--- config.mk ---
export PLATFORM = sky130hd
export DESIGN_NAME = pac_ctrl
export DESIGN_NICKNAME = d
export VERILOG_FILES = /design/src/sv/pac_pkg.sv /design/src/sv/pac_ctrl.sv
export SDC_FILE = /design/constraint.sdc
export NUM_CORES = 1
export LEC_CHECK = 0
export ABC_AREA = 0
export BUFFER_PORTS_ARGS = -buffer_cell sky130_fd_sc_hd__buf_2
export CORE_AREA = 10 10 47 49
export CTS_CLUSTER_DIAMETER = 100
export DETAILED_ROUTE_END_ITERATION = 7
export DIE_AREA = 0 0 57 59
export PLACE_DENSITY = 0.66
export RECOVER_POWER = 100
export SETUP_SLACK_MARGIN = 0.3
export SLEW_MARGIN = 10
export SYNTH_ARGS = -nofsm -noshare
export SYNTH_HDL_FRONTEND = slang
export SYNTH_SLANG_ARGS = --single-unit
export TNS_END_PERCENT = 10
--- constraint.sdc ---
create_clock -name clk -period 1.5 [get_ports clk]
set_input_delay 0.15 -clock clk [delete_from_list [all_inputs] [get_ports clk]]
set_output_delay 0.15 -clock clk [all_outputs]
set_load 0.01 [all_outputs]
--- src/sv/pac_pkg.sv ---
`default_nettype none
// ----------------------------------------------------------------------------
// pac_pkg: polygon area and centroid shared definitions
// Payload types, field widths, status codes and controller/datapath links.
// ----------------------------------------------------------------------------
package pac_pkg;

    localparam int MAX_VERTICES = 256;
    localparam int COORD_BITS   = 16;

    localparam int CNT_W     = $clog2(MAX_VERTICES + 2);
    localparam int PROD_W    = 2 * COORD_BITS;
    localparam int CROSS_W   = PROD_W + 1;
    localparam int SUM_W     = COORD_BITS + 1;
    localparam int WPROD_W   = CROSS_W + SUM_W;
    localparam int ACC_W     = 64;
    localparam int AREA_W    = 34;
    localparam int CEN_W     = 24;
    localparam int CEN_FRAC  = 8;
    localparam int STATUS_W  = 2;

    localparam logic [STATUS_W-1:0] STATUS_OK        = 2'd0;
    localparam logic [STATUS_W-1:0] STATUS_ZERO_AREA = 2'd1;
    localparam logic [STATUS_W-1:0] STATUS_OVERFLOW  = 2'd2;

    typedef struct packed {
        logic signed [COORD_BITS-1:0] vertex_x;
        logic signed [COORD_BITS-1:0] vertex_y;
        logic                         last_vertex;
    } pac_in_t;

    typedef struct packed {
        logic signed [AREA_W-1:0]   area_doubled;
        logic signed [CEN_W-1:0]    centroid_x;
        logic signed [CEN_W-1:0]    centroid_y;
        logic        [STATUS_W-1:0] status;
    } pac_out_t;

    typedef struct packed {
        logic load_vertex;
        logic closing;
        logic edge_mul;
        logic edge_cross;
        logic edge_wmul;
        logic edge_acc;
        logic fin_area;
        logic fin_abs;
        logic div_start;
        logic div_sel_y;
        logic out_load;
    } pac_cmd_t;

    typedef struct packed {
        logic count_zero;
        logic count_full;
        logic count_over;
        logic area_zero;
        logic div_done;
        logic out_free;
    } pac_stat_t;

endpackage
`default_nettype wire

--- src/sv/pac_ctrl.sv ---
`default_nettype none
// ----------------------------------------------------------------------------
// pac_ctrl: polygon area and centroid controller
// Sequences vertex load, edge steps, closing edge, final scaling, the two
// divisions and the output transfer.
// ----------------------------------------------------------------------------
module pac_ctrl (
    input  wire logic                clk,
    input  wire logic                rst_n,
    input  wire logic                in_valid,
    input  wire logic                in_last,
    output logic                     in_ready,
    output pac_pkg::pac_cmd_t        cmd,
    input  wire pac_pkg::pac_stat_t  stat
);
    import pac_pkg::*;

    typedef enum logic [3:0] {
        S_IDLE, S_MUL, S_CROSS, S_WMUL, S_ACC, S_CLOSE, S_AREA, S_ABS,
        S_DIVX, S_WAITX, S_DIVY, S_WAITY, S_OUT
    } state_t;

    state_t state_reg;
    logic   last_reg;
    logic   closing_reg;

    always_ff @(posedge clk or negedge rst_n)
    begin
        if (!rst_n)
        begin
            state_reg   <= S_IDLE;
            last_reg    <= 1'b0;
            closing_reg <= 1'b0;
        end
        else
        begin
            case (state_reg)
                S_IDLE:
                begin
                    if (in_valid)
                    begin
                        last_reg    <= in_last;
                        closing_reg <= 1'b0;
                        if (!stat.count_zero && !stat.count_full)
                            state_reg <= S_MUL;
                        else if (in_last)
                            state_reg <= S_CLOSE;
                    end
                end
                S_MUL:   state_reg <= S_CROSS;
                S_CROSS: state_reg <= S_WMUL;
                S_WMUL:  state_reg <= S_ACC;
                S_ACC:
                begin
                    if (closing_reg)
                        state_reg <= S_AREA;
                    else if (last_reg)
                        state_reg <= S_CLOSE;
                    else
                        state_reg <= S_IDLE;
                end
                S_CLOSE:
                begin
                    if (stat.count_over)
                        state_reg <= S_OUT;
                    else
                    begin
                        closing_reg <= 1'b1;
                        state_reg   <= S_MUL;
                    end
                end
                S_AREA: state_reg <= S_ABS;
                S_ABS:
                begin
                    if (stat.area_zero)
                        state_reg <= S_OUT;
                    else
                        state_reg <= S_DIVX;
                end
                S_DIVX: state_reg <= S_WAITX;
                S_WAITX:
                begin
                    if (stat.div_done)
                        state_reg <= S_DIVY;
                end
                S_DIVY: state_reg <= S_WAITY;
                S_WAITY:
                begin
                    if (stat.div_done)
                        state_reg <= S_OUT;
                end
                S_OUT:
                begin
                    if (stat.out_free)
                        state_reg <= S_IDLE;
                end
                default:
                begin
                    state_reg <= S_IDLE;
                end
            endcase
        end
    end

    always_comb
    begin
        cmd             = '0;
        cmd.closing     = closing_reg;
        cmd.load_vertex = (state_reg == S_IDLE) && in_valid;
        cmd.edge_mul    = state_reg == S_MUL;
        cmd.edge_cross  = state_reg == S_CROSS;
        cmd.edge_wmul   = state_reg == S_WMUL;
        cmd.edge_acc    = state_reg == S_ACC;
        cmd.fin_area    = state_reg == S_AREA;
        cmd.fin_abs     = state_reg == S_ABS;
        cmd.div_start   = (state_reg == S_DIVX) || (state_reg == S_DIVY);
        cmd.div_sel_y   = (state_reg == S_DIVY) || (state_reg == S_WAITY);
        cmd.out_load    = (state_reg == S_OUT) && stat.out_free;
    end

    assign in_ready = state_reg == S_IDLE;

endmodule
`default_nettype wire
## After elaboration in Yosys (flattened, before gate mapping)

Cells that the tools add are included.

- Register bits: 6
- Word-level logic and storage cells: 47

- Equality and inequality tests: 18
- Reductions and logical operators: 12
- Muxes and demuxes: 14

Operator list:

| operator | count |
|---|---|
| 4-bit case mux with 13 select lines | 1 |
| 4-bit two-way mux | 7 |
| 4-bit equality test, second input constant | 5 |
| 4-bit by 3-bit equality test with 1-bit output, second input constant | 4 |
| 2-bit inequality test, second input constant | 5 |
| 3-bit two-way mux | 3 |
| 4-bit by 2-bit equality test with 1-bit output, second input constant | 2 |
| 5-bit AND reduction | 1 |
| 4-bit by 1-bit equality test with 1-bit output, second input constant | 1 |
| 4-bit logical NOT | 1 |
| 1-bit logical AND | 3 |
| 3-bit by 2-bit inequality test with 1-bit output, second input constant | 1 |
| 3-bit AND reduction | 1 |
| 1-bit logical NOT | 2 |
| 1-bit logical OR | 2 |
| 1-bit two-way mux | 2 |
| 1-bit case mux with 2 select lines | 1 |
| 2-bit AND reduction | 1 |
| 2-bit nonzero test | 1 |

## Logic depth before layout (Yosys ltp)

- Word-level depth: 5
- Depth in mapped cells: 5

## Worst setup path before layout

OpenSTA, ideal clock, no wires.

- Path type: reg-to-reg
- Start point: register state_reg[3]
- End point: register last_reg
- Path buffers: 1
- Library setup time: 0.127 ns
- Stages on the path, launching flop included: 5
- Path slack: 0.038 ns
- Required time: 1.373 ns
- Period minus slack after synthesis: 1.462 ns
- Arrival time: 1.335 ns
- Cell sequence: dfrtp_1 > buf_6 > nor4_2 > nand2_1 > mux2_1

- Longest elaborated chain between the ends: 2

Ends and longest elaborated chain:

| element | RTL line | RTL |
|---|---|---|
| start, declared | pac_ctrl.sv:23 | `state_t state_reg;` |
| start signal, assigned | pac_ctrl.sv:31 | `state_reg <= S_IDLE;` |
| start signal, assigned | pac_ctrl.sv:45 | `state_reg <= S_MUL;` |
| start signal, assigned | pac_ctrl.sv:47 | `state_reg <= S_CLOSE;` |
| 4-bit logical NOT | -- |  |
| net in_ready | pac_ctrl.sv:12 | `output logic in_ready,` |
| 2-bit AND reduction (no line) | -- |  |
| end signal, assigned | pac_ctrl.sv:42 | `last_reg <= in_last;` |
| end, declared | pac_ctrl.sv:24 | `logic last_reg;` |

The timed path passes the listed nets, and every way through them passes these cells.
A chain may end at the register's enable or synchronous reset.

==> impl_metrics.csv <==
group,metric,value,unit
outcome,status,"finished clean",
timing,layout_setup_ws,0.0397,ns
global_routing,grt_use_met1,11.3,%
final_layout,fin_area,808,µm²
global_routing,antenna_found_initial,0,
die,initial_core_util,35.8,%
drt,first_iter_violations,16,
global_routing,grtUsageTotal,9.63,%
synthesis,seq_area_frac_synth,29.9,%
placement,place_hpwl,1220,µm
global_routing,grt.met3_usage,4.94,%
cts,cts_tree,"yes",
final_layout,fillCellCount,139,
critical_path,critPathLaunch,"state_reg[3]$_DFFE_PN0P_",
placement,gp_congestion,0.919,
die,die_w,57,µm
global_routing,grt_pass1_vias,577,
critical_path,worstSetupPathType,"reg2out",
synthesis,yosys_warnings,0,
pwr,intPower,991,µW
critical_path,worst-endpoint-arrival,1.31,ns
synthesis,syn_area,502,µm²
synthesis,synth_area_per_cell,8.23,µm²
global_routing,grt_pass1_wl,2640,µm
pwr,p_clk_share,8.7,%
synthesis,ys_types,35,
cts,cts_sinks,6,
pwr,switchingPower,863,µW
final_layout,layoutNonFillerInstCount,105,
final_layout,drive_gt1_share,52.8,%
timing,whs,0.129,ns
critical_path,critPathMaxStageDelay,0.45,ns
placement,dpl_worst_slack,0.132,ns
synthesis,synth_top_area_share,29.9,%
pwr,pwr-share-seq,19.3,%
timing,clock_skew,0.00674,ns
timing,finalHoldViolCount,0,
cts,clockRootBuffer,"clkbuf_4",
cts,clkTransAtPathRegs,0.05,ns
pwr,powerDensity,2290,nW/µm²
timing,max_clock_freq,0.685,GHz
synthesis,synth_flop_cell,"dfrtp_1",
synthesis,syn-instance-count,61,
timing,timing.final.crit_share,97.4,%
cts,numCtsBuffers,3,
worst_hold_path,worstHoldStart,"in_last",
synthesis,yosysTopAreaCell,"dfrtp_1",
timing,maxSlewHeadroom,76.4,%
final_layout,largest_reg_flops,4,
die,core,1400,µm²
drt,drt_pass1_iterations,4,
critical_path,worstReg2RegStart,"state_reg[2]$_DFFE_PN0P_",
synthesis,syn_nets,71,
synthesis,synthTopCellsByCount,"dfrtp_1 (6), nor2_1 (6), nor3_1 (6), nand2_1 (3)",
global_routing,globalRoute.totalOverflow,0,
critical_path,path_cells,"nand2b_2, nor3_2, clkbuf_2",
drt,vias,593,
cts,cts_buffer_depth,2,
global_routing,gr-usage-met2,15.3,%
drt,final_antenna_net_count,0,
pwr,peakVddDrop,0.984,mV
die,num_rows,14,
drt,wl_per_cell,17.5,µm
run,cap_violations,0,
final_layout,fin_nets,101,
drt,vias_per_cell,5.65,
worst_hold_path,hold_path_class,"in2reg",
die,ios,22,
final_layout,area_growth,61.1,%
pwr,pwr-share-comb,72.0,%
die,dieArea,3360,µm²
pwr,swShare,46.6,%
die,fp.dieH,59,µm
timing,max_slew.worst_pin.slew,0.350,ns
cts,clock_latency,0.25,ns
critical_path,cp_slowest_cell,"dfrtp_2",
placement,dpl_cell_area,631,µm²
synthesis,synthTopCellsByArea,"dfrtp_1 (30%), nor3_1 (6.0%), buf_6 (4.5%), nor2_1 (4.5%), a2bb2oi_2 (3.0%)",
synthesis,synthArstFlopShare,100,%
placement,io_buffers,21,
pwr,p_leak,0.000358,µW
critical_path,path_buf_inv,1,
timing,finalCriticalPeriod,1.46,ns
placement,dp_cells,97,
timing,finalSetupViolCount,0,
critical_path,cp.required,1.35,ns
critical_path,path_max_fanout,7,
critical_path,end_kind,"primary output",
final_layout,antenna_cells,0,
timing,slew_viol_final,0,
critical_path,path_delay_family,"flip-flops",
drt,wl,1840,µm
drt,remaining_drc_errors,0,
cts,htree_levels,1,
global_routing,grt_max_degree,14,
synthesis,synth_seq_cells,6,
global_routing,grt-busiest-layer,"met2",
timing,rsz0062_at_grt,"yes",
critical_path,cp-start-kind,"flop",
synthesis,synth_edf_count,0,
placed cells by master (no fill, tap or decap), types with 2 or more instances in the layout:
cell type	instances
buf_4	5
nor2b_1	2
clkbuf_4	3
buf_2	11
inv_1	2
nor3_2	5
a21oi_1	2
dfrtp_1	4
o21ai_0	2
clkbuf_2	3
nand2b_2	2
dfrtp_2	2
buf_6	4
nor2_1	5
clkbuf_1	6
path summary, 6_finish.rpt:
path                                            end  slack, ns  depth (start not counted)
hold / removal                 last_reg$_DFFE_PN0P_       0.13                          2
setup / recovery                             cmd[5]       0.04                          3
min in group asynchronous  state_reg[3]$_DFFE_PN0P_       0.32                          2
setup reg to reg               last_reg$_DFFE_PN0P_       0.08                          4
max in group asynchronous  state_reg[2]$_DFFE_PN0P_       0.90                          2
hold reg to reg                last_reg$_DFFE_PN0P_       0.53                          1
layout make-up:
cell class	count	area (µm²)	share of cell area [%]
clock buffers	3	22.5	2.79
multi-input cells	45	378	46.7
well taps	16	20.0	2.48
flip-flops and latches	6	153	18.9
repair buffers	31	205	25.4
inverters	4	30.0	3.72
worst reg2reg max path, cell delays in order (launching register included):
cell     delay (ns)
dfrtp_2        0.45
nor4_4         0.30
nand2_1        0.10
buf_4          0.15
mux2_1         0.29
metrics by stage:
step	setup TNS [ns]	power (µW)	util, %
after floorplan	0	1020	-
after global placement	0	1270	45.0
after detailed placement	0	1270	45.0
after CTS	0	1560	50.9
after global routing	-0.0345	1980	57.7
final	0	1850	57.7
repair_timing:
| action | in CTS | in global routing |
|---|---|---|
| hold buffers | 1 | 0 |
| pin swaps | 2 | 7 |
| endpoints found under the setup margin | 16 | 16 |
| gates resized for setup | 6 | 24 |
| setup buffers | 4 | 0 |
| hold endpoints to repair | 6 | 0 |
power groups by stage:
stage	Clock [µW]	Sequential, µW	Combinational, µW
detailed placement	0	350	916
global placement	0	344	922
finish	161	358	1330
global route	178	371	1430
floorplan	0	302	719
CTS	165	343	1050
logic make-up after synthesis:
group / Yosys count / synth area share [%]
buf+inv: 10 / 11.5
mux: 1 / 2.24
simple gates: 28 / 32.7
compound gates: 16 / 23.7
flops: 6 / 29.9
routing by layer:
metal	up-vias	part of all wire [%]
met3	2	6.4
met4	0	0.33
met2	23	54
met1	292	39
li1	276	-
met5	-	0
(Power assumes the default switching activity.)
